File: config.mk
export PLATFORM = sky130hd
export DESIGN_NAME = xnor_lfsr_bit_generator
export DESIGN_NICKNAME = d
export VERILOG_FILES = /design/src/rtl/xlbg_pkg.sv /design/src/rtl/xlbg_lfsr.sv /design/src/rtl/xlbg_ctrl.sv /design/src/rtl/xnor_lfsr_bit_generator.sv
export VERILOG_INCLUDE_DIRS = /design/src /design/src/rtl
export SDC_FILE = /design/constraint.sdc
export NUM_CORES = 1
export LEC_CHECK = 0
export ABC_AREA = 0
export BUFFER_PORTS_ARGS = -buffer_cell sky130_fd_sc_hd__buf_2
export CORE_UTILIZATION = 25
export DETAILED_ROUTE_END_ITERATION = 10
export GPL_ROUTABILITY_DRIVEN = 0
export GPL_TIMING_DRIVEN = 0
export HOLD_SLACK_MARGIN = 0.02
export REMOVE_ABC_BUFFERS = 1
export SKIP_CTS_REPAIR_TIMING = 1
export SYNTH_ARGS = -nofsm -noshare
export SYNTH_HDL_FRONTEND = slang
export SYNTH_HIERARCHICAL = 1
export SYNTH_SLANG_ARGS = --single-unit
File: constraint.sdc
create_clock -name clock -period 5.48 [get_ports clock]
set_input_delay 0.822 -clock clock [delete_from_list [all_inputs] [get_ports clock]]
set_output_delay 0.822 -clock clock [all_outputs]
set_load 0.02 [all_outputs]
File: src/rtl/assert_macros.svh
// Assertion macros used by the RTL sequencer.
// Each macro expects signals named clock and reset in the module that uses it.
`ifndef ASSERT_MACROS_SVH
`define ASSERT_MACROS_SVH

// A checked property that is ignored while reset is high.
`define XLBG_ASSERT(lbl, prop, msg) \
   lbl: assert property (@(posedge clock) disable iff (reset) prop) else $error(msg);

// A checked property that also holds during reset.
`define XLBG_ASSERT_ALWAYS(lbl, prop, msg) \
   lbl: assert property (@(posedge clock) prop) else $error(msg);

`endif

File: src/rtl/xlbg_pkg.sv
`timescale 1ns / 1ps
// ---------------------------------------------------------------------------
// XNOR LFSR bit generator package
// Shared widths, register indexes and sequencer codes.
// ---------------------------------------------------------------------------
package xlbg_pkg;

   localparam int XLBG_REG_WIDTH = 32;
   localparam int COUNT_W        = 7;
   localparam int VALUE_W        = 64;
   localparam int CSR_INDEX_W    = 1;

   localparam logic [COUNT_W-1:0] MAX_COUNT = COUNT_W'(64);

   // Configuration register indexes.
   localparam logic [CSR_INDEX_W-1:0] CSR_TAP_MASK   = 1'b0;
   localparam logic [CSR_INDEX_W-1:0] CSR_SEED_VALUE = 1'b1;

   // Request actions.
   localparam logic ACT_DRAW = 1'b0;
   localparam logic ACT_SKIP = 1'b1;

   // Sequencer states.
   localparam logic [1:0] ST_IDLE = 2'd0;
   localparam logic [1:0] ST_RUN  = 2'd1;
   localparam logic [1:0] ST_DONE = 2'd2;

endpackage

File: src/rtl/xlbg_lfsr.sv
`timescale 1ns / 1ps
// ---------------------------------------------------------------------------
// XLBG shift register
// Holds the tap mask and the shift register, and performs one XNOR
// feedback shift per cycle when enabled by the sequencer and no csr write is made.
// ---------------------------------------------------------------------------
module xlbg_lfsr
   import xlbg_pkg::*;
#(
   parameter int REG_WIDTH = XLBG_REG_WIDTH
) (
   input  logic                   clock,
   input  logic                   reset,
   input  logic                   csr_write,
   input  logic [CSR_INDEX_W-1:0] csr_index,
   input  logic [REG_WIDTH-1:0]   csr_wdata,
   input  logic                   shift_en,
   output logic                   lsb
);

   logic [REG_WIDTH-1:0] tap_ff;
   logic [REG_WIDTH-1:0] tap_in;
   logic [REG_WIDTH-1:0] shift_ff;
   logic [REG_WIDTH-1:0] shift_in;
   logic                 feedback;

   // An all-zero register always feeds back a one so it cannot lock up.
   assign feedback = (~^(shift_ff & tap_ff)) | (shift_ff == '0);
   assign lsb      = shift_ff[0];

   always_comb begin
      tap_in   = tap_ff;
      shift_in = shift_ff;
      if (csr_write) begin
         case (csr_index)
            CSR_TAP_MASK:   tap_in   = csr_wdata;
            CSR_SEED_VALUE: shift_in = csr_wdata;
            default:        ;
         endcase
      end else if (shift_en) begin
         shift_in = {feedback, shift_ff[REG_WIDTH-1:1]};
      end
   end

   always_ff @(posedge clock) begin
      if (reset) begin
         tap_ff   <= REG_WIDTH'(1);
         shift_ff <= REG_WIDTH'(1);
      end else begin
         tap_ff   <= tap_in;
         shift_ff <= shift_in;
      end
   end

endmodule

File: src/rtl/xlbg_ctrl.sv
`timescale 1ns / 1ps
// ---------------------------------------------------------------------------
// XLBG sequencer
// Takes one request, steps the shift register once per cycle for the
// requested count, collects the bits unless skipping and holds the response.
// ---------------------------------------------------------------------------
`include "assert_macros.svh"

module xlbg_ctrl
   import xlbg_pkg::*;
(
   input  logic               clock,
   input  logic               reset,
   input  logic               req_valid,
   output logic               req_stall,
   input  logic               req_action,
   input  logic [COUNT_W-1:0] req_count,
   output logic               rsp_valid,
   input  logic               rsp_stall,
   output logic [VALUE_W-1:0] rsp_value,
   input  logic               lsb,
   output logic               shift_en
);

   logic [1:0]         state_ff;
   logic [1:0]         state_in;
   logic [COUNT_W-1:0] count_ff;
   logic [COUNT_W-1:0] count_in;
   logic               skip_ff;
   logic               skip_in;
   logic [VALUE_W-1:0] acc_ff;
   logic [VALUE_W-1:0] acc_in;
   logic [COUNT_W-1:0] sat_count;
   logic               req_accept;

   assign req_stall  = (state_ff != ST_IDLE);
   assign req_accept = req_valid && !req_stall;
   assign sat_count  = (req_count > MAX_COUNT) ? MAX_COUNT : req_count;
   assign rsp_valid  = (state_ff == ST_DONE);
   assign rsp_value  = acc_ff;

   always_comb begin
      state_in = state_ff;
      count_in = count_ff;
      skip_in  = skip_ff;
      acc_in   = acc_ff;
      shift_en = 1'b0;
      case (state_ff)
         ST_IDLE: begin
            if (req_accept) begin
               count_in = sat_count;
               skip_in  = (req_action == ACT_SKIP);
               acc_in   = '0;
               state_in = (sat_count == '0) ? ST_DONE : ST_RUN;
            end
         end
         ST_RUN: begin
            shift_en = 1'b1;
            // The bit is taken before the shift, so the first one ends up on top.
            if (!skip_ff) begin
               acc_in = {acc_ff[VALUE_W-2:0], lsb};
            end
            count_in = count_ff - COUNT_W'(1);
            if (count_ff == COUNT_W'(1)) begin
               state_in = ST_DONE;
            end
         end
         ST_DONE: begin
            if (!rsp_stall) begin
               state_in = ST_IDLE;
            end
         end
         default: begin
            state_in = ST_IDLE;
         end
      endcase
   end

   always_ff @(posedge clock) begin
      if (reset) begin
         state_ff <= ST_IDLE;
         skip_ff  <= 1'b0;
      end else begin
         state_ff <= state_in;
         skip_ff  <= skip_in;
      end
   end

   always_ff @(posedge clock) begin
      count_ff <= count_in;
      acc_ff   <= acc_in;
   end

   `XLBG_ASSERT(a_zero_count_done, (req_accept && req_count == '0) |=> (state_ff == ST_DONE && acc_ff == '0), "zero-count request did not complete at once")
   `XLBG_ASSERT(a_run_count_nonzero, (state_ff == ST_RUN) |-> (count_ff != '0), "sequencer running with no shifts left")
   `XLBG_ASSERT(a_skip_clear, (state_ff != ST_IDLE && skip_ff) |-> (acc_ff == '0), "skip request collected bits")
   `XLBG_ASSERT(a_last_shift_done, (state_ff == ST_RUN && count_ff == COUNT_W'(1)) |=> (state_ff == ST_DONE), "last shift did not finish the request")

endmodule

File: src/rtl/xnor_lfsr_bit_generator.sv
`timescale 1ns / 1ps
// ---------------------------------------------------------------------------
// XNOR LFSR bit generator
// A 32-bit right-shifting Fibonacci LFSR with programmable taps that draws
// or skips up to 64 bits per request.
// ---------------------------------------------------------------------------
//  Channel   Direction  Handshake           Payload
//  req       in         req_valid/stall     req_action, req_count
//  rsp       out        rsp_valid/stall     rsp_value
//  csr       in         csr_write           csr_index, csr_wdata
//
// A request with count n (saturated at 64) is accepted in the idle state,
// shifted n times in the run state and answered in the done state. The
// LFSR step unit shifts once per cycle unless a csr write comes. One
// request is in flight at a time; req_stall is high until the response
// has been taken. Reset loads taps and register with one.
// ---------------------------------------------------------------------------
module xnor_lfsr_bit_generator
   import xlbg_pkg::*;
#(
   parameter int REG_WIDTH = XLBG_REG_WIDTH
) (
   input  logic                   clock,
   input  logic                   reset,
   input  logic                   req_valid,
   output logic                   req_stall,
   input  logic                   req_action,
   input  logic [COUNT_W-1:0]     req_count,
   output logic                   rsp_valid,
   input  logic                   rsp_stall,
   output logic [VALUE_W-1:0]     rsp_value,
   input  logic                   csr_write,
   input  logic [CSR_INDEX_W-1:0] csr_index,
   input  logic [REG_WIDTH-1:0]   csr_wdata
);

   logic shift_en;
   logic lsb;

   xlbg_lfsr #(
      .REG_WIDTH (REG_WIDTH)
   ) u_lfsr (
      .clock     (clock),
      .reset     (reset),
      .csr_write (csr_write),
      .csr_index (csr_index),
      .csr_wdata (csr_wdata),
      .shift_en  (shift_en),
      .lsb       (lsb)
   );

   xlbg_ctrl u_ctrl (
      .clock      (clock),
      .reset      (reset),
      .req_valid  (req_valid),
      .req_stall  (req_stall),
      .req_action (req_action),
      .req_count  (req_count),
      .rsp_valid  (rsp_valid),
      .rsp_stall  (rsp_stall),
      .rsp_value  (rsp_value),
      .lsb        (lsb),
      .shift_en   (shift_en)
   );

endmodule
==> out/metrics.cfg, run 1 <==
[finish]
area_growth_pct=23.9
fin_nets=706
fin_util_pct=32.0
drive_gt1_share_pct=22.3
design_area_sq_um=7330
n_antenna_cell=0

[global_routing]
grt_util_met3_pct=3.44
grt_util_met1_pct=15.7
use_met2_pct=17.4
grt_pass1_wl_um=21800
grt_overflow=0
grt-busiest-layer=met2
grt_max_degree=69
grt_pass1_vias=3950
grtUsageTotal_pct=11.6
antenna_found_initial=0

[logic_synthesis]
syn_avg_cell_area_sq_um=10.6
ys_types=37
synth_area_sq_um=5910
synthMuxAreaShare_pct=5.78
yosysSeqAreaShare_pct=58.7
synth_simple_gate_area_share_pct=19.3
synth_seq_cells=138
synthArstFlopShare_pct=0
synth_most_common_cell=nand2_1
synth_top_family_by_area=simple AND/OR/NAND/NOR gates
synth_edf_count=71
synth-adder-area-share_pct=0.423
synth_ff_type=edfxtp_1
synth_compound_area_share_pct=8.29
synth_top_area_share_pct=36.1
synthTopCellsByCount=97 x nand2_1, 71 x edfxtp_1, 67 x dfxtp_1
yosys_warnings=6
synth-xor-area-share_pct=4.89
syn_inst=559
yosysTopAreaCell=edfxtp_1
synthTopCellsByArea=edfxtp_1 36%, dfxtp_1 23%, and2_1 6.8%

[timing]
hold_violations=0
max_freq_mhz=344
skew_ns=0.00838
rsz0062_at_grt=false
timing.final.max_slew_violations=0
max_slew.worst_pin.slew_ns=1.32
slew-limit-headroom_pct=11.8
fin_crit_sh_pct=53.1
whs_ns=0.453
setup_viol=0
timing.final.crit_period_ns=2.91

[drt]
first_pass_iters=4
vias=4225
ant_nets=0
drc=0
viasPerCell=4.31
drt_iter0_markers=231
wirelength_um=13800
wire_per_inst_um=14.0

[placement]
hpwlAfterDp_um=8920
postPlaceCellArea_sq_um=6790
portBuffers=111

[cts]
cts.clk_slew.worst_paths_ns=0.06
htreeDepth=4
tritoncts=built
cts_sinks=138
root_buffer=clkbuf_16
clk_latency_ns=0.42
cts_buffer_depth=2
cts_made_buffers=17

[worst_setup_path]
critPathBufInv=1
crit_type=input port to flop
crit_arrival_ns=3.23
worst-path-max-fanout=63
crit_slowest_cell=mux2_2
crit_chain=buf_2 -> mux2_2 -> o21ai_0 -> a211oi_2
cp-start-kind=input port
worst-path-stages=4
crit_path_max_incr_delay_ns=1.09
critPathLaunch=csr_write
reg2reg_to=u_lfsr/shift_ff[31]
r2r_slack_ns=2.60
worstSetupEndpoint=u_lfsr/shift_ff[31]
r2r-start=u_ctrl/state_ff[0]
cp.required_ns=5.80
cp-end-kind=flop
crit_family=multiplexers
rr_worst_depth=6

[die]
core_area_sq_um=22900
num_rows=55
die_area_sq_um=24300
die_x_um=156
start_util_pct=25.8
num_io_pins=112
die_y_um=156

[outcome]
status=finished, final reports clean

[hold_path]
hold_class=flop to flop

[power]
peakVddDrop_mv=0.181
p_per_area_nw_per_um2=386
p_leak_nw=2.89

[flow_run]
max_cap_viol_count=0

==> logic make-up after synthesis <==
group,Yosys count
buffers and inverters,40
DFF,138
adders and majority gates,2
muxes,34
xor gates and xnor gates,33
AOI/OAI and AO/OA,78
and+or+nand+nor,234
==> sequential cells by signal, indices dropped and copies added (netlist names) <==
name	flops
u_ctrl/skip_ff	1
u_ctrl/count_ff	7
u_lfsr/tap_ff	32
u_ctrl/state_ff	2
u_lfsr/shift_ff	32
u_ctrl/rsp_value	64
==> layout make-up <==
| type | instances | area, sq um |
|---|---|---|
| fill | 2373 | 15600 |
| sequential | 138 | 3470 |
| multi-input combinational | 381 | 2300 |
| timing repair buffer | 113 | 596 |
| clock buffer | 20 | 437 |
| tap | 313 | 392 |
| clock inverter | 9 | 103 |
| inverter | 7 | 26.3 |
==> tightest hold or removal path: cells and delay by family, from the launching register on <==
kind               cells  cell delay, ns
DFF                    1            0.30
and+or+nand+nor        1            0.05
AOI/OAI and AO/OA      1            0.05
==> power by group <==
| group | internal, mW | switching (mW) |
|---|---|---|
| clock network | 0.658 | 0.418 |
| logic | 0.166 | 0.279 |
| registers | 1.23 | 0.0794 |
==> layer usage <==
metal	vias to the layer above	part of all wire (%)
met2	107	43
met4	0	1.1
met5	-	0
met1	1982	50
li1	2126	-
met3	10	5.6
==> placed cells by master (no fill, tap or decap), types with 6 or more instances in the layout <==
| cell type | count |
|---|---|
| nor4_1 | 8 |
| dfxtp_1 | 67 |
| nor2_1 | 36 |
| mux2i_1 | 33 |
| a211oi_1 | 30 |
| nand2_1 | 97 |
| o21ai_0 | 8 |
| xnor2_1 | 26 |
| xor2_1 | 7 |
| edfxtp_1 | 71 |
| and2_1 | 64 |
| a21oi_1 | 33 |
| inv_1 | 6 |
| buf_2 | 111 |
| clkbuf_16 | 17 |
==> worst min-delay path by stage <==
stage | cells after the start | slack (ns) | from | end
3_5_place_dp | 2 | 0.45 | u_lfsr/tap_ff[30] | u_lfsr/tap_ff[30]
6_report | 2 | 0.45 | u_lfsr/tap_ff[4] | u_lfsr/tap_ff[4]
4_1_cts | 2 | 0.45 | u_lfsr/tap_ff[30] | u_lfsr/tap_ff[30]
3_3_place_gp | 2 | 0.44 | u_lfsr/tap_ff[18] | u_lfsr/tap_ff[18]
5_1_grt | 2 | 0.47 | u_lfsr/tap_ff[25] | u_lfsr/tap_ff[25]
2_1_floorplan | 2 | 0.43 | u_lfsr/tap_ff[10] | u_lfsr/tap_ff[10]
==> per-stage QoR <==
step | power, mW | instances | setup TNS, ns | worst slack [ns]
CTS | 2.87 | 981 | 0 | 2.56
detailed placement | 1.78 | 952 | 0 | 2.14
global route | 2.97 | 981 | 0 | 2.26
finish | 2.83 | 981 | 0 | 2.57
floorplan | 1.59 | 526 | 0 | 1.44
global placement | 1.77 | 950 | -4.77 | -0.0808
No activity file was read; power rests on OpenSTA's default activity.
==> run 2, diff against run 1 <==
clock period = 2.9 ns   (was 5.48 ns; I/O delays follow)
==> run 2 against run 1 <==
Against the previous run:
- register-to-register slack got worse by 2.2 ns
- clock skew about the same
- final cell count unchanged
- sequential power increased by 89%
- worst hold slack got worse by 0.19 ns
- sequential share of layout area about the same
- die area unchanged
- global-route usage unchanged
- first-iteration DRC count increased by 3.5%
- count of clock-buffer cells in the layout unchanged
- critical endpoint unchanged
- largest cell class unchanged
==> out/metrics.cfg, run 2 (synthesized netlist as in run 1, its figures left out) <==
[power]
peakVddDrop_mv=0.341  ; was 0.181 mV
p_sw_share_pct=27.5  ; about the same
p_per_area_nw_per_um2=728  ; was 386 nW/um^2
power.share.clock_pct=38.1  ; about the same
internal_power_mw=3.87  ; was 2.05 mW
p_sw_mw=1.47  ; was 776 uW
power_frac_comb_pct=15.7  ; about the same
p_seq_share_pct=46.2  ; about the same
p_leak_nw=2.89  ; about the same
power_mw=5.34  ; was 2.83 mW

[timing]
rsz0062_at_grt=false  ; unchanged
setup_viol=0  ; unchanged
fin_crit_sh_pct=85.6
timing.final.max_slew_violations=0  ; unchanged
hold_violations=0  ; unchanged
setup_tns_ns=0  ; unchanged
timing.final.crit_period_ns=2.48
max_freq_mhz=403
max_slew.worst_pin.slew_ns=1.30  ; was 1.32 ns
skew_ns=0.00838  ; about the same
slew-limit-headroom_pct=13.0  ; was 11.8%

[hold_path]
hold_class=input port to flop  ; was flop to flop

[die]
die_area_sq_um=24300  ; unchanged
start_util_pct=25.8  ; unchanged
num_rows=55  ; unchanged
num_io_pins=112  ; unchanged
die_y_um=156  ; unchanged
core_area_sq_um=22900  ; unchanged
die_x_um=156  ; unchanged

[drt]
vias=4227  ; was 4,225
drt_iter0_markers=239  ; was 231
wirelength_um=13700  ; was 13,800 um
first_pass_iters=4  ; unchanged
ant_nets=0  ; unchanged
viasPerCell=4.31  ; about the same
drc=0  ; unchanged
wire_per_inst_um=14.0  ; about the same

[cts]
root_buffer=clkbuf_16  ; unchanged
cts.clk_slew.worst_paths_ns=0.06  ; about the same
tritoncts=built  ; unchanged
cts_buffer_depth=2  ; unchanged
clk_latency_ns=0.41  ; was 0.42 ns
cts_sinks=138  ; unchanged
cts_made_buffers=17  ; unchanged
htreeDepth=4  ; unchanged

[global_routing]
grt_util_met1_pct=15.7  ; unchanged
use_met2_pct=17.4  ; unchanged
grt_max_degree=69  ; unchanged
grt_pass1_wl_um=21800  ; unchanged
grt_util_met3_pct=3.44  ; unchanged
grt_overflow=0  ; unchanged
grt-busiest-layer=met2  ; unchanged
antenna_found_initial=0  ; unchanged
grt_pass1_vias=3950  ; unchanged
grtUsageTotal_pct=11.6  ; unchanged

[worst_setup_path]
reg2reg_to=u_lfsr/shift_ff[31]  ; unchanged
worstSetupEndpoint=u_lfsr/shift_ff[31]  ; unchanged
r2r-start=u_ctrl/state_ff[0]  ; unchanged
critPathLaunch=u_ctrl/state_ff[0]  ; was csr_write
cp-start-kind=flop  ; was input port
r2r_slack_ns=0.42  ; was 2.60 ns
crit_arrival_ns=2.80  ; was 3.23 ns
crit_chain=nand2b_1 -> inv_2 -> buf_12 -> mux2_4 -> o21ai_0 -> a211oi_2  ; was buf_2 -> mux2_2 -> o21ai_0 -> a211oi_2
crit_family=multiplexers  ; unchanged
worst-path-stages=6  ; was 4
crit_type=flop to flop  ; was input port to flop
cp-end-kind=flop  ; unchanged
crit_slowest_cell=mux2_4  ; was mux2_2
worst-path-max-fanout=63  ; unchanged
rr_worst_depth=6  ; unchanged
critPathBufInv=2  ; was 1
cp.required_ns=3.22  ; was 5.80 ns
crit_path_max_incr_delay_ns=0.61  ; was 1.09 ns

[finish]
final_common_cell=buf_2  ; unchanged
layout_common_cells=111 x buf_2, 97 x nand2_1, 71 x edfxtp_1  ; unchanged
fin_nets=706  ; unchanged
n_antenna_cell=0  ; unchanged
area_growth_pct=24.0  ; was 23.9%
drive_gt1_share_pct=22.3  ; unchanged
design_area_sq_um=7330  ; about the same
largest_reg_flops=64  ; unchanged

[outcome]
status=finished, final reports clean  ; unchanged

[placement]
portBuffers=111  ; unchanged
hpwlAfterDp_um=8920  ; unchanged
postPlaceCellArea_sq_um=6790  ; unchanged

[flow_run]
max_cap_viol_count=0  ; unchanged

[run 2: tightest hold or removal path, delay by kind of cell]
kind                   cells  cell delay [ns]
buffers and inverters      1             0.09
and+or+nand+nor            2             0.11
[run 2: power by group through the flow]
stage	Clock [mW]	Sequential (mW)	Combinational [mW]
after floorplan	0	2.64	0.373
after global placement	0	2.52	0.823
after detailed placement	0	2.51	0.846
after CTS	2.10	2.47	0.849
after global routing	2.18	2.50	0.928
final	2.03	2.47	0.840
[run 2: metal layers]
metal  part of all wire, %  vias up
met5                     0        -
met4                   1.2        0
met3                   5.7       11
met2                    43      110
met1                    50     1981
li1                      -     2125
[run 2: through the flow]
stage,instances,utilization (%),hold slack [ns],setup WS (ns)
after floorplan,526,-,0.430,-0.757
after global placement,950,29.4,0.443,-2.27
after detailed placement,952,29.6,0.447,-0.0560
after CTS,981,32.0,0.238,-0.0207
final,981,32.0,0.259,0.419
after global routing,981,32.0,0.259,0.122
[run 2: worst min-delay path by stage]
stage | from | endpoint | slack [ns] | cells after the start
floorplan | u_lfsr/tap_ff[10] | u_lfsr/tap_ff[10] | 0.43 | 2
global placement | u_lfsr/tap_ff[18] | u_lfsr/tap_ff[18] | 0.44 | 2
detailed placement | u_lfsr/tap_ff[30] | u_lfsr/tap_ff[30] | 0.45 | 2
CTS | csr_wdata[0] | u_lfsr/tap_ff[0] | 0.24 | 3
global route | csr_wdata[20] | u_lfsr/tap_ff[20] | 0.26 | 3
finish | csr_wdata[0] | u_lfsr/tap_ff[0] | 0.26 | 3
[run 2: area by class of cell]
cell class / instances / area [sq um]
tap: 313 / 392
inverter: 7 / 26.3
fill: 2373 / 15600
clock inverter: 9 / 103
sequential: 138 / 3470
multi-input combinational: 381 / 2310
clock buffer: 20 / 437
timing repair buffer: 113 / 596
